**src/design/rcf_pkg.sv**
```systemverilog
`timescale 1ns / 1ps
// ----------------------------------------------------------------------------
// rcf_pkg
// Shared types and constants for the rectangle / circle fill rasterizer.
// ----------------------------------------------------------------------------
package rcf_pkg;

  localparam int COORD_BITS  = 12;
  localparam int COORD_LIMIT = 1 << COORD_BITS;
  localparam int DIM_BITS    = 13;
  localparam int PITCH_BITS  = 16;
  localparam int BPP_BITS    = 6;
  localparam int BPB_BITS    = BPP_BITS - 3;
  localparam int BASE_BITS   = 30;
  localparam int ADDR_BITS   = 31;
  localparam int DATA_BITS   = 32;
  localparam int CFG_IDX_BITS = 3;
  // signed box arithmetic: holds frame dims and px + size
  localparam int XW = (COORD_BITS + 2 > DIM_BITS + 1) ? COORD_BITS + 2 : DIM_BITS + 1;

  localparam int QUEUE_DEPTH_DEF = 4;

  localparam logic [DIM_BITS-1:0]   FRAME_WIDTH_RST  = DIM_BITS'(640);
  localparam logic [DIM_BITS-1:0]   FRAME_HEIGHT_RST = DIM_BITS'(480);
  localparam logic [PITCH_BITS-1:0] LINE_PITCH_RST   = PITCH_BITS'(2560);
  localparam logic [BPP_BITS-1:0]   BPP_RST          = BPP_BITS'(32);
  localparam logic [DATA_BITS-1:0]  BUFFER_BASE_RST  = '0;

  typedef logic [COORD_BITS-1:0]        coord_t;
  typedef logic signed [COORD_BITS:0]   delta_t;
  typedef logic signed [XW-1:0]         sx_t;

  typedef enum logic [1:0] {
    OP_RECT = 2'd0,
    OP_CIRC = 2'd1,
    OP_STEP = 2'd2,
    OP_NONE = 2'd3
  } op_t;

  typedef enum logic [1:0] {
    MODE_IDLE = 2'd0,
    MODE_RECT = 2'd1,
    MODE_CIRC = 2'd2
  } mode_t;

  typedef enum logic [CFG_IDX_BITS-1:0] {
    REG_FRAME_WIDTH  = 3'd0,
    REG_FRAME_HEIGHT = 3'd1,
    REG_LINE_PITCH   = 3'd2,
    REG_BPP          = 3'd3,
    REG_BUFFER_BASE  = 3'd4
  } cfg_reg_t;

  typedef struct packed {
    logic [1:0]           operation;
    coord_t               pos_x;
    coord_t               pos_y;
    coord_t               size_a;
    coord_t               size_b;
    logic [DATA_BITS-1:0] fill_color;
  } in_item_t;

  typedef struct packed {
    logic                 write_enable;
    logic [ADDR_BITS-1:0] byte_address;
    logic [DATA_BITS-1:0] pixel_word;
    logic                 shape_done;
  } out_item_t;

  // one classified transaction on its way from front to back
  typedef struct packed {
    logic                 is_step;
    logic                 is_circ;
    logic                 done;
    delta_t               dx;
    delta_t               dy;
    coord_t               radius;
    coord_t               row;
    coord_t               col;
    logic [DATA_BITS-1:0] color;
  } job_t;

  typedef struct packed {
    logic [PITCH_BITS-1:0] line_pitch;
    logic [BPB_BITS-1:0]   pix_bytes;
    logic [BASE_BITS-1:0]  buffer_base;
  } addr_cfg_t;

endpackage

```
**src/design/rect_circle_fill_rasterizer_unit.sv**
```systemverilog
`timescale 1ns / 1ps
// ----------------------------------------------------------------------------
// rect_circle_fill_rasterizer_unit
// Rectangle and filled-circle fill engine producing framebuffer pixel writes.
// ----------------------------------------------------------------------------
//  channel | direction | handshake             | payload
//  in_     | input     | in_valid / in_stall   | in_item_t: command or step
//  out_    | output    | out_valid / out_stall | out_item_t: one pixel result
//  cfg_    | input     | cfg_valid / cfg_ready | cfg_index, cfg_data
//
//  One transaction per clock in and out while neither side stalls; each input gives exactly one result.
//  Each job passes through the job queue, the product stage and the output register.
//  The scan walk in the front end advances one position per accepted step.
//  Reset is synchronous; no clearing pass, the block is ready right after it.
//  out_stall holds the back pipeline; the queue absorbs QUEUE_DEPTH
//  transactions before in_stall rises. cfg_ready is always high.
// ----------------------------------------------------------------------------
module rect_circle_fill_rasterizer_unit #(
  parameter int QUEUE_DEPTH = rcf_pkg::QUEUE_DEPTH_DEF
) (
  input  logic                              clk,
  input  logic                              rst_n,
  input  logic                              in_valid,
  output logic                              in_stall,
  input  rcf_pkg::in_item_t                 in_data,
  output logic                              out_valid,
  input  logic                              out_stall,
  output rcf_pkg::out_item_t                out_data,
  input  logic                              cfg_valid,
  output logic                              cfg_ready,
  input  logic [rcf_pkg::CFG_IDX_BITS-1:0]  cfg_index,
  input  logic [rcf_pkg::DATA_BITS-1:0]     cfg_data
);
  import rcf_pkg::*;

  job_t      push_job, head_job;
  logic      q_push, q_pop, q_full, q_empty;
  addr_cfg_t addr_cfg;

  rcf_front u_front (
    .clk       (clk),
    .rst_n     (rst_n),
    .in_valid  (in_valid),
    .in_data   (in_data),
    .in_stall  (in_stall),
    .q_full    (q_full),
    .q_push    (q_push),
    .q_job     (push_job),
    .cfg_valid (cfg_valid),
    .cfg_ready (cfg_ready),
    .cfg_index (cfg_index),
    .cfg_data  (cfg_data),
    .addr_cfg  (addr_cfg)
  );

  rcf_queue #(
    .DEPTH (QUEUE_DEPTH)
  ) u_queue (
    .clk      (clk),
    .rst_n    (rst_n),
    .push     (q_push),
    .push_job (push_job),
    .full     (q_full),
    .pop      (q_pop),
    .head_job (head_job),
    .empty    (q_empty)
  );

  rcf_back u_back (
    .clk       (clk),
    .rst_n     (rst_n),
    .q_job     (head_job),
    .q_empty   (q_empty),
    .q_pop     (q_pop),
    .addr_cfg  (addr_cfg),
    .out_valid (out_valid),
    .out_stall (out_stall),
    .out_data  (out_data)
  );

endmodule

```
**src/design/rcf_front.sv**
```systemverilog
`timescale 1ns / 1ps
// ----------------------------------------------------------------------------
// rcf_front
// Command front end: config registers, shape clipping and scan walk.
// Every accepted transaction is turned into one job for the back end.
// ----------------------------------------------------------------------------
module rcf_front (
  input  logic                               clk,
  input  logic                               rst_n,
  input  logic                               in_valid,
  input  rcf_pkg::in_item_t                  in_data,
  output logic                               in_stall,
  input  logic                               q_full,
  output logic                               q_push,
  output rcf_pkg::job_t                      q_job,
  input  logic                               cfg_valid,
  output logic                               cfg_ready,
  input  logic [rcf_pkg::CFG_IDX_BITS-1:0]   cfg_index,
  input  logic [rcf_pkg::DATA_BITS-1:0]      cfg_data,
  output rcf_pkg::addr_cfg_t                 addr_cfg
);
  import rcf_pkg::*;

  localparam sx_t LIMIT_S = sx_t'(COORD_LIMIT);
  localparam sx_t ONE_S   = sx_t'(1);
  localparam sx_t ZERO_S  = '0;

  logic [DIM_BITS-1:0]   frame_width_r, frame_height_r;
  logic [PITCH_BITS-1:0] line_pitch_r;
  logic [BPP_BITS-1:0]   bpp_r;
  logic [DATA_BITS-1:0]  buffer_base_r;

  mode_t  mode_r, mode_nxt;
  coord_t scan_col_r, scan_col_nxt;
  coord_t scan_row_r, scan_row_nxt;
  coord_t first_col_r, first_col_nxt;
  coord_t last_col_r, last_col_nxt;
  coord_t last_row_r, last_row_nxt;
  coord_t center_col_r, center_col_nxt;
  coord_t center_row_r, center_row_nxt;
  coord_t radius_r, radius_nxt;
  logic [DATA_BITS-1:0] color_r, color_nxt;

  op_t  op;
  sx_t  lim_x, lim_y, x0, x1, y0, y1, x0c, x1c, y0c, y1c;
  logic box_ok;
  logic at_end;

  assign cfg_ready = 1'b1;
  assign in_stall  = q_full;
  assign q_push    = in_valid && !q_full;
  assign op        = op_t'(in_data.operation);
  assign at_end    = (scan_col_r == last_col_r) && (scan_row_r == last_row_r);

  assign addr_cfg.line_pitch  = line_pitch_r;
  assign addr_cfg.pix_bytes   = bpp_r[BPP_BITS-1:3];
  assign addr_cfg.buffer_base = buffer_base_r[BASE_BITS-1:0];

  always_ff @(posedge clk) begin
    if (!rst_n) begin
      frame_width_r  <= FRAME_WIDTH_RST;
      frame_height_r <= FRAME_HEIGHT_RST;
      line_pitch_r   <= LINE_PITCH_RST;
      bpp_r          <= BPP_RST;
      buffer_base_r  <= BUFFER_BASE_RST;
    end else if (cfg_valid) begin
      unique case (cfg_reg_t'(cfg_index))
        REG_FRAME_WIDTH:  frame_width_r  <= cfg_data[DIM_BITS-1:0];
        REG_FRAME_HEIGHT: frame_height_r <= cfg_data[DIM_BITS-1:0];
        REG_LINE_PITCH:   line_pitch_r   <= cfg_data[PITCH_BITS-1:0];
        REG_BPP:          bpp_r          <= cfg_data[BPP_BITS-1:0];
        REG_BUFFER_BASE:  buffer_base_r  <= cfg_data;
        default: ;
      endcase
    end
  end

  // bounding box, clipped to the (saturated) frame
  always_comb begin
    lim_x = (sx_t'(frame_width_r) > LIMIT_S) ? LIMIT_S : sx_t'(frame_width_r);
    lim_y = (sx_t'(frame_height_r) > LIMIT_S) ? LIMIT_S : sx_t'(frame_height_r);
    if (op == OP_CIRC) begin
      x0 = sx_t'(in_data.pos_x) - sx_t'(in_data.size_a);
      x1 = sx_t'(in_data.pos_x) + sx_t'(in_data.size_a);
      y0 = sx_t'(in_data.pos_y) - sx_t'(in_data.size_a);
      y1 = sx_t'(in_data.pos_y) + sx_t'(in_data.size_a);
    end else begin
      x0 = sx_t'(in_data.pos_x);
      x1 = sx_t'(in_data.pos_x) + sx_t'(in_data.size_b) - ONE_S;
      y0 = sx_t'(in_data.pos_y);
      y1 = sx_t'(in_data.pos_y) + sx_t'(in_data.size_a) - ONE_S;
    end
    x0c = (x0 < ZERO_S) ? ZERO_S : x0;
    y0c = (y0 < ZERO_S) ? ZERO_S : y0;
    x1c = (x1 > lim_x - ONE_S) ? lim_x - ONE_S : x1;
    y1c = (y1 > lim_y - ONE_S) ? lim_y - ONE_S : y1;
    box_ok = (op == OP_CIRC || (in_data.size_a != '0 && in_data.size_b != '0)) &&
             (x0c <= x1c) && (y0c <= y1c);
  end

  // next state
  always_comb begin
    mode_nxt       = mode_r;
    scan_col_nxt   = scan_col_r;
    scan_row_nxt   = scan_row_r;
    first_col_nxt  = first_col_r;
    last_col_nxt   = last_col_r;
    last_row_nxt   = last_row_r;
    center_col_nxt = center_col_r;
    center_row_nxt = center_row_r;
    radius_nxt     = radius_r;
    color_nxt      = color_r;
    if (q_push) begin
      unique case (op)
        OP_RECT, OP_CIRC: begin
          color_nxt      = in_data.fill_color;
          center_col_nxt = in_data.pos_x;
          center_row_nxt = in_data.pos_y;
          radius_nxt     = in_data.size_a;
          if (box_ok) begin
            mode_nxt      = (op == OP_CIRC) ? MODE_CIRC : MODE_RECT;
            first_col_nxt = x0c[COORD_BITS-1:0];
            scan_col_nxt  = x0c[COORD_BITS-1:0];
            scan_row_nxt  = y0c[COORD_BITS-1:0];
            last_col_nxt  = x1c[COORD_BITS-1:0];
            last_row_nxt  = y1c[COORD_BITS-1:0];
          end else begin
            mode_nxt = MODE_IDLE;
          end
        end
        OP_STEP: begin
          if (mode_r != MODE_IDLE) begin
            if (scan_col_r == last_col_r) begin
              if (scan_row_r == last_row_r) begin
                mode_nxt = MODE_IDLE;
              end else begin
                scan_row_nxt = scan_row_r + 1'b1;
                scan_col_nxt = first_col_r;
              end
            end else begin
              scan_col_nxt = scan_col_r + 1'b1;
            end
          end
        end
        OP_NONE: ;
      endcase
    end
  end

  // job for the back end
  always_comb begin
    q_job = '0;
    unique case (op)
      OP_RECT, OP_CIRC: q_job.done = !box_ok;
      OP_STEP: begin
        if (mode_r == MODE_IDLE) begin
          q_job.done = 1'b1;
        end else begin
          q_job.is_step = 1'b1;
          q_job.is_circ = (mode_r == MODE_CIRC);
          q_job.done    = at_end;
          q_job.dx      = signed'({1'b0, scan_col_r}) - signed'({1'b0, center_col_r});
          q_job.dy      = signed'({1'b0, scan_row_r}) - signed'({1'b0, center_row_r});
          q_job.radius  = radius_r;
          q_job.row     = scan_row_r;
          q_job.col     = scan_col_r;
          q_job.color   = color_r;
        end
      end
      OP_NONE: q_job.done = (mode_r == MODE_IDLE);
    endcase
  end

  always_ff @(posedge clk) begin
    if (!rst_n) begin
      mode_r       <= MODE_IDLE;
      scan_col_r   <= '0;
      scan_row_r   <= '0;
      first_col_r  <= '0;
      last_col_r   <= '0;
      last_row_r   <= '0;
      center_col_r <= '0;
      center_row_r <= '0;
      radius_r     <= '0;
      color_r      <= '0;
    end else begin
      mode_r       <= mode_nxt;
      scan_col_r   <= scan_col_nxt;
      scan_row_r   <= scan_row_nxt;
      first_col_r  <= first_col_nxt;
      last_col_r   <= last_col_nxt;
      last_row_r   <= last_row_nxt;
      center_col_r <= center_col_nxt;
      center_row_r <= center_row_nxt;
      radius_r     <= radius_nxt;
      color_r      <= color_nxt;
    end
  end

endmodule

```
**src/design/rcf_queue.sv**
```systemverilog
`timescale 1ns / 1ps
// ----------------------------------------------------------------------------
// rcf_queue
// Small FIFO of jobs between the front end and the back end.
// ----------------------------------------------------------------------------
module rcf_queue #(
  parameter int DEPTH = rcf_pkg::QUEUE_DEPTH_DEF
) (
  input  logic          clk,
  input  logic          rst_n,
  input  logic          push,
  input  rcf_pkg::job_t push_job,
  output logic          full,
  input  logic          pop,
  output rcf_pkg::job_t head_job,
  output logic          empty
);
  import rcf_pkg::*;

  localparam int PW = (DEPTH > 1) ? $clog2(DEPTH) : 1;
  localparam int CW = $clog2(DEPTH + 1);

  job_t          slots_r [DEPTH];
  logic [PW-1:0] wr_ptr_r, wr_ptr_nxt;
  logic [PW-1:0] rd_ptr_r, rd_ptr_nxt;
  logic [CW-1:0] count_r, count_nxt;
  logic          do_push, do_pop;

  assign full     = (count_r == CW'(DEPTH));
  assign empty    = (count_r == '0);
  assign do_push  = push && !full;
  assign do_pop   = pop && !empty;
  assign head_job = slots_r[rd_ptr_r];

  always_comb begin
    wr_ptr_nxt = wr_ptr_r;
    rd_ptr_nxt = rd_ptr_r;
    count_nxt  = count_r;
    if (do_push) begin
      wr_ptr_nxt = (wr_ptr_r == PW'(DEPTH - 1)) ? '0 : wr_ptr_r + 1'b1;
    end
    if (do_pop) begin
      rd_ptr_nxt = (rd_ptr_r == PW'(DEPTH - 1)) ? '0 : rd_ptr_r + 1'b1;
    end
    if (do_push && !do_pop) begin
      count_nxt = count_r + 1'b1;
    end else if (do_pop && !do_push) begin
      count_nxt = count_r - 1'b1;
    end
  end

  always_ff @(posedge clk) begin
    if (do_push) begin
      slots_r[wr_ptr_r] <= push_job;
    end
  end

  always_ff @(posedge clk) begin
    if (!rst_n) begin
      wr_ptr_r <= '0;
      rd_ptr_r <= '0;
      count_r  <= '0;
    end else begin
      wr_ptr_r <= wr_ptr_nxt;
      rd_ptr_r <= rd_ptr_nxt;
      count_r  <= count_nxt;
    end
  end

endmodule

```
**src/design/rcf_back.sv**
```systemverilog
`timescale 1ns / 1ps
// ----------------------------------------------------------------------------
// rcf_back
// Two-stage pixel pipeline: products, then circle test and address sum
// into the output register.
// ----------------------------------------------------------------------------
module rcf_back (
  input  logic                clk,
  input  logic                rst_n,
  input  rcf_pkg::job_t       q_job,
  input  logic                q_empty,
  output logic                q_pop,
  input  rcf_pkg::addr_cfg_t  addr_cfg,
  output logic                out_valid,
  input  logic                out_stall,
  output rcf_pkg::out_item_t  out_data
);
  import rcf_pkg::*;

  localparam int SQW  = 2 * COORD_BITS;
  localparam int ROWW = COORD_BITS + PITCH_BITS;
  localparam int COLW = COORD_BITS + BPB_BITS;
  localparam int AW   = ((ROWW > BASE_BITS) ? ROWW : BASE_BITS) + 2;

  logic en;

  // stage 1
  logic                 s1_valid_r;
  logic                 s1_is_step_r, s1_is_circ_r, s1_done_r;
  logic [SQW-1:0]       s1_dx2_r, s1_dy2_r, s1_r2_r;
  logic [ROWW-1:0]      s1_rowp_r;
  logic [COLW-1:0]      s1_colb_r;
  logic [DATA_BITS-1:0] s1_color_r;

  logic signed [SQW+1:0] dx_sq, dy_sq;
  logic [SQW-1:0]        r_sq;
  logic [ROWW-1:0]       rowp;
  logic [COLW-1:0]       colb;

  // output stage
  logic       out_valid_r;
  out_item_t  out_item_r, out_item_nxt;
  logic [SQW:0]    dist_sq;
  logic            in_circle;
  logic [AW-1:0]   addr_sum;

  assign en        = !out_valid_r || !out_stall;
  assign q_pop     = en && !q_empty;
  assign out_valid = out_valid_r;
  assign out_data  = out_item_r;

  always_comb begin
    dx_sq = (SQW+2)'(q_job.dx) * (SQW+2)'(q_job.dx);
    dy_sq = (SQW+2)'(q_job.dy) * (SQW+2)'(q_job.dy);
    r_sq  = SQW'(q_job.radius) * SQW'(q_job.radius);
    rowp  = ROWW'(q_job.row) * ROWW'(addr_cfg.line_pitch);
    colb  = COLW'(q_job.col) * COLW'(addr_cfg.pix_bytes);
  end

  always_ff @(posedge clk) begin
    if (!rst_n) begin
      s1_valid_r <= 1'b0;
    end else if (en) begin
      s1_valid_r <= !q_empty;
    end
  end

  always_ff @(posedge clk) begin
    if (en) begin
      s1_is_step_r <= q_job.is_step;
      s1_is_circ_r <= q_job.is_circ;
      s1_done_r    <= q_job.done;
      s1_dx2_r     <= dx_sq[SQW-1:0];
      s1_dy2_r     <= dy_sq[SQW-1:0];
      s1_r2_r      <= r_sq;
      s1_rowp_r    <= rowp;
      s1_colb_r    <= colb;
      s1_color_r   <= q_job.color;
    end
  end

  always_comb begin
    dist_sq   = {1'b0, s1_dx2_r} + {1'b0, s1_dy2_r};
    in_circle = !s1_is_circ_r || (dist_sq <= {1'b0, s1_r2_r});
    addr_sum  = AW'(addr_cfg.buffer_base) + AW'(s1_rowp_r) + AW'(s1_colb_r);
    out_item_nxt = '0;
    out_item_nxt.shape_done = s1_done_r;
    if (s1_is_step_r && in_circle) begin
      out_item_nxt.write_enable = 1'b1;
      out_item_nxt.byte_address = addr_sum[ADDR_BITS-1:0];
      // rotate right by one byte, MSB first: R,G,B,A -> A,R,G,B
      out_item_nxt.pixel_word   = {s1_color_r[7:0], s1_color_r[DATA_BITS-1:8]};
    end
  end

  always_ff @(posedge clk) begin
    if (!rst_n) begin
      out_valid_r <= 1'b0;
    end else if (en) begin
      out_valid_r <= s1_valid_r;
    end
  end

  always_ff @(posedge clk) begin
    if (en) begin
      out_item_r <= out_item_nxt;
    end
  end

endmodule

```
**config.mk**
```make
export PLATFORM = sky130hd
export DESIGN_NAME = rect_circle_fill_rasterizer_unit
export DESIGN_NICKNAME = d
export VERILOG_FILES = /design/src/design/rcf_pkg.sv /design/src/design/rect_circle_fill_rasterizer_unit.sv /design/src/design/rcf_front.sv /design/src/design/rcf_queue.sv /design/src/design/rcf_back.sv
export SDC_FILE = /design/constraint.sdc
export NUM_CORES = 2
export LEC_CHECK = 0
export ABC_CLOCK_PERIOD_IN_PS = 10400
export BUFFER_PORTS_ARGS = -buffer_cell sky130_fd_sc_hd__buf_2
export CAP_MARGIN = 25
export CORE_UTILIZATION = 60
export DETAILED_ROUTE_END_ITERATION = 8
export GPL_ROUTABILITY_DRIVEN = 0
export PLACE_DENSITY = 0.85
export RECOVER_POWER = 50
export SLEW_MARGIN = 20
export SYNTH_ARGS = -nofsm -noshare
export SYNTH_HDL_FRONTEND = slang
export SYNTH_SLANG_ARGS = --single-unit
```
**constraint.sdc**
```tcl
create_clock -name clk -period 10.4 [get_ports clk]
set_input_delay 1.04 -clock clk [delete_from_list [all_inputs] [get_ports clk]]
set_output_delay 1.04 -clock clk [all_outputs]
set_load 0.02 [all_outputs]
```
==> impl_metrics.toml <==
[synthesis]
netlist_instances = 5818
ys_async_sr_fraction = 0
synth_most_common_cell = "nand2_1"
synth_seq_area_share = 0.367
dominantRegCellSynth = "edfxtp_1"
ys_types = 87
synth_edf_count = 600
synth_common_cells = "750 x nand2_1, 734 x inv_1, 600 x edfxtp_1, 524 x fa_1, 493 x ha_1"
synth_top_area_cell = "edfxtp_1"
syn_nets = 6957
syn_area_per_cell_sq_um = 10.5
yosys.area.top_type_share = 0.296
synth_area_sq_um = 60900
ys_ff_latch = 816
yosysWarningCount = 0
synth.area.top_cells = "edfxtp_1 30%, fa_1 17%, ha_1 10%, dfxtp_1 7.1%, nand2_1 4.6%"

[die]
core_area_sq_um = 100000
pin_count = 190
die_w_um = 321
die_y_um = 321
die_area_sq_um = 103000
start_util = 0.607
row_count = 116

[placed_design]
hpwl_um = 108000
port_buffers = 186

[timing]
slew_headroom = -2.04
setup-tns-final_ns = 0
fin_crit_sh = 0.898
finalMaxSlewViolations = 704
fmax_mhz = 107
finalSetupViolCount = 0
rsz0062_at_grt = "no"
hold_viol_final = 0
fin_crit_ns = 9.34
fin_skew_ns = 0.0725
worstMarginPinSlew_ns = 4.56

[route]
wirelength_um = 151000
post_drt_wl_per_cell_um = 20.6
vias = 44300
ant_nets = 0
drt-pass1-iter-count = 6
routed_via_density = 6.02
first_iter_violations = 4354
post-route-drc-count = 0

[job]
drv_cap = 14

[layout]
layout-drive-gt1-share = 0.0778
finalNetCount = 7067
fillCellCount = 7057
area_growth_pct = 8.17

[clock_tree]
clk_pin_slew_ns = 0.07
clk_latency_ns = 0.70
cts_hold_buffers = 0
ctsHtreeMaxLevel = 3
cts_tree = "done"
post_cts_buffers = 0
cts_buffers = 83
cts_sinks = 816
root_buffer = "clkbuf_16"
clock_path_buffers = 3
cts_resized = 0

[min_path]
hp-class = "register to register"

[setup_path]
required_ns = 10.77
critPathLaunchType = "input pin"
crit_arrival_ns = 9.71
critPathMaxFanout = 89
endpoint_kind = "register"
path_class = "input pin to register"

[global_route]
grt_max_degree = 130
grt_pass1_vias = 45500
track_usage = 0.296
grt_overflow = 0
antenna_found_initial = 8
grt_pass1_wl_um = 239000

[status]
status = "complete, but fails checks"
violations = "max-capacitance violations, max-slew violations"
registers in the layout, indices dropped and copies added (netlist names), 3 cells and up, named ones only:
| signal | cells |
|---|---|
| u_front.center_row_r | 12 |
| u_back.s1_rowp_r | 28 |
| u_front.frame_width_r | 13 |
| u_front.scan_row_r | 12 |
| u_back.s1_color_r | 32 |
| u_front.last_row_r | 12 |
| u_back.out_data | 65 |
| u_front.color_r | 32 |
| u_front.bpp_r | 3 |
| u_front.radius_r | 12 |
| u_front.scan_col_r | 12 |
| u_front.last_col_r | 12 |
| u_queue.count_r | 3 |
| u_back.s1_dx2_r | 23 |
| u_front.buffer_base_r | 30 |
| u_back.s1_dy2_r | 23 |
| u_queue.slots_r | 388 |
| u_front.line_pitch_r | 16 |
| u_back.s1_colb_r | 15 |
| u_front.first_col_r | 12 |
| u_front.frame_height_r | 13 |
| u_front.center_col_r | 12 |
| u_back.s1_r2_r | 23 |
cells in the final DEF, fill, tap and decap left out, types with 31 or more instances in the layout:
master     Yosys  final
buf_4          3     38
mux4_2        71     71
xor2_1        62     62
mux2_2        31     31
buf_2          6    117
mux2i_1       43     43
o21ai_0      113    112
and3_1        32     32
fa_1         524    524
edfxtp_1     600    600
clkbuf_16      0     86
xnor2_1      200    200
dfxtp_1      216    214
o21a_1        44     44
nand3_1       65     64
nor2b_1       52     51
and2_1       228    206
ha_1         493    493
inv_1        734    734
nand4_1       31     31
a31oi_1       31     31
a21oi_1      358    358
nand2_1      750    749
nand2b_1      46     45
clkbuf_1     180    102
a21o_1        58     58
nor3_1        95     94
nor2_1       356    354
critical path: stages:
cell	delay (ns)
buf_2	0.09
clkbuf_1	0.82
clkinvlp_2	1.45
clkbuf_1	3.25
clkbuf_1	2.62
a21oi_1	0.23
cell families after synthesis:
family | synth area share
and+or+nand+nor | 0.136
adders and majority gates | 0.273
buffers and inverters | 0.0594
AOI/OAI and AO/OA | 0.0881
DFF | 0.367
xor gates and xnor gates | 0.0377
muxes | 0.0390
other | 0.0000616
layer usage:
layer / vias to the layer above / GRT usage / share of wire
met5: - / 0 / 0
met4: 0 / 0.150 / 0.055
met3: 538 / 0.0563 / 0.088
met2: 2250 / 0.490 / 0.48
met1: 21700 / 0.371 / 0.38
li1: 19800 / - / -
layout make-up:
class	instances	area (sq um)	share of cell area
clock buffers	114	2330	0.0354
well taps	1357	1700	0.0258
flip-flops and latches	816	22300	0.339
diodes	6	15.0	0.000228
repair buffers	239	1230	0.0186
multi-input cells	4051	35000	0.531
clock inverters	42	512	0.00777
inverters	737	2770	0.0420
path summary, 6_finish.rpt:
| path | slack, ns | from | depth (start not counted) | to |
|---|---|---|---|---|
| setup / recovery | 1.06 | rst_n | 6 | u_front.color_r[2] |
| hold / removal | 0.45 | u_front.color_r[21] | 2 | u_front.color_r[21] |
| setup reg to reg | 1.45 | register | 23 | u_back.s1_dx2_r[23] |
| hold reg to reg | 0.45 | u_front.color_r[21] | 2 | u_front.color_r[21] |
through the flow:
| step | util | cell area [sq um] | hold WS, ns | instances | worst slack, ns |
|---|---|---|---|---|---|
| final | 0.657 | 65900 | 0.449 | 7362 | 1.06 |
| after global placement | 0.630 | 63200 | 0.437 | 7197 | 1.45 |
| after detailed placement | 0.630 | 63200 | 0.443 | 7197 | 1.24 |
| after floorplan | - | 60900 | 0.400 | 5818 | 2.46 |
| after global routing | 0.657 | 65900 | 0.468 | 7361 | 0.762 |
| after CTS | 0.658 | 66000 | 0.451 | 7353 | 1.82 |
Power is not shown: default switching activity piles up to over one toggle a cycle in this logic, so the estimate is an artifact.
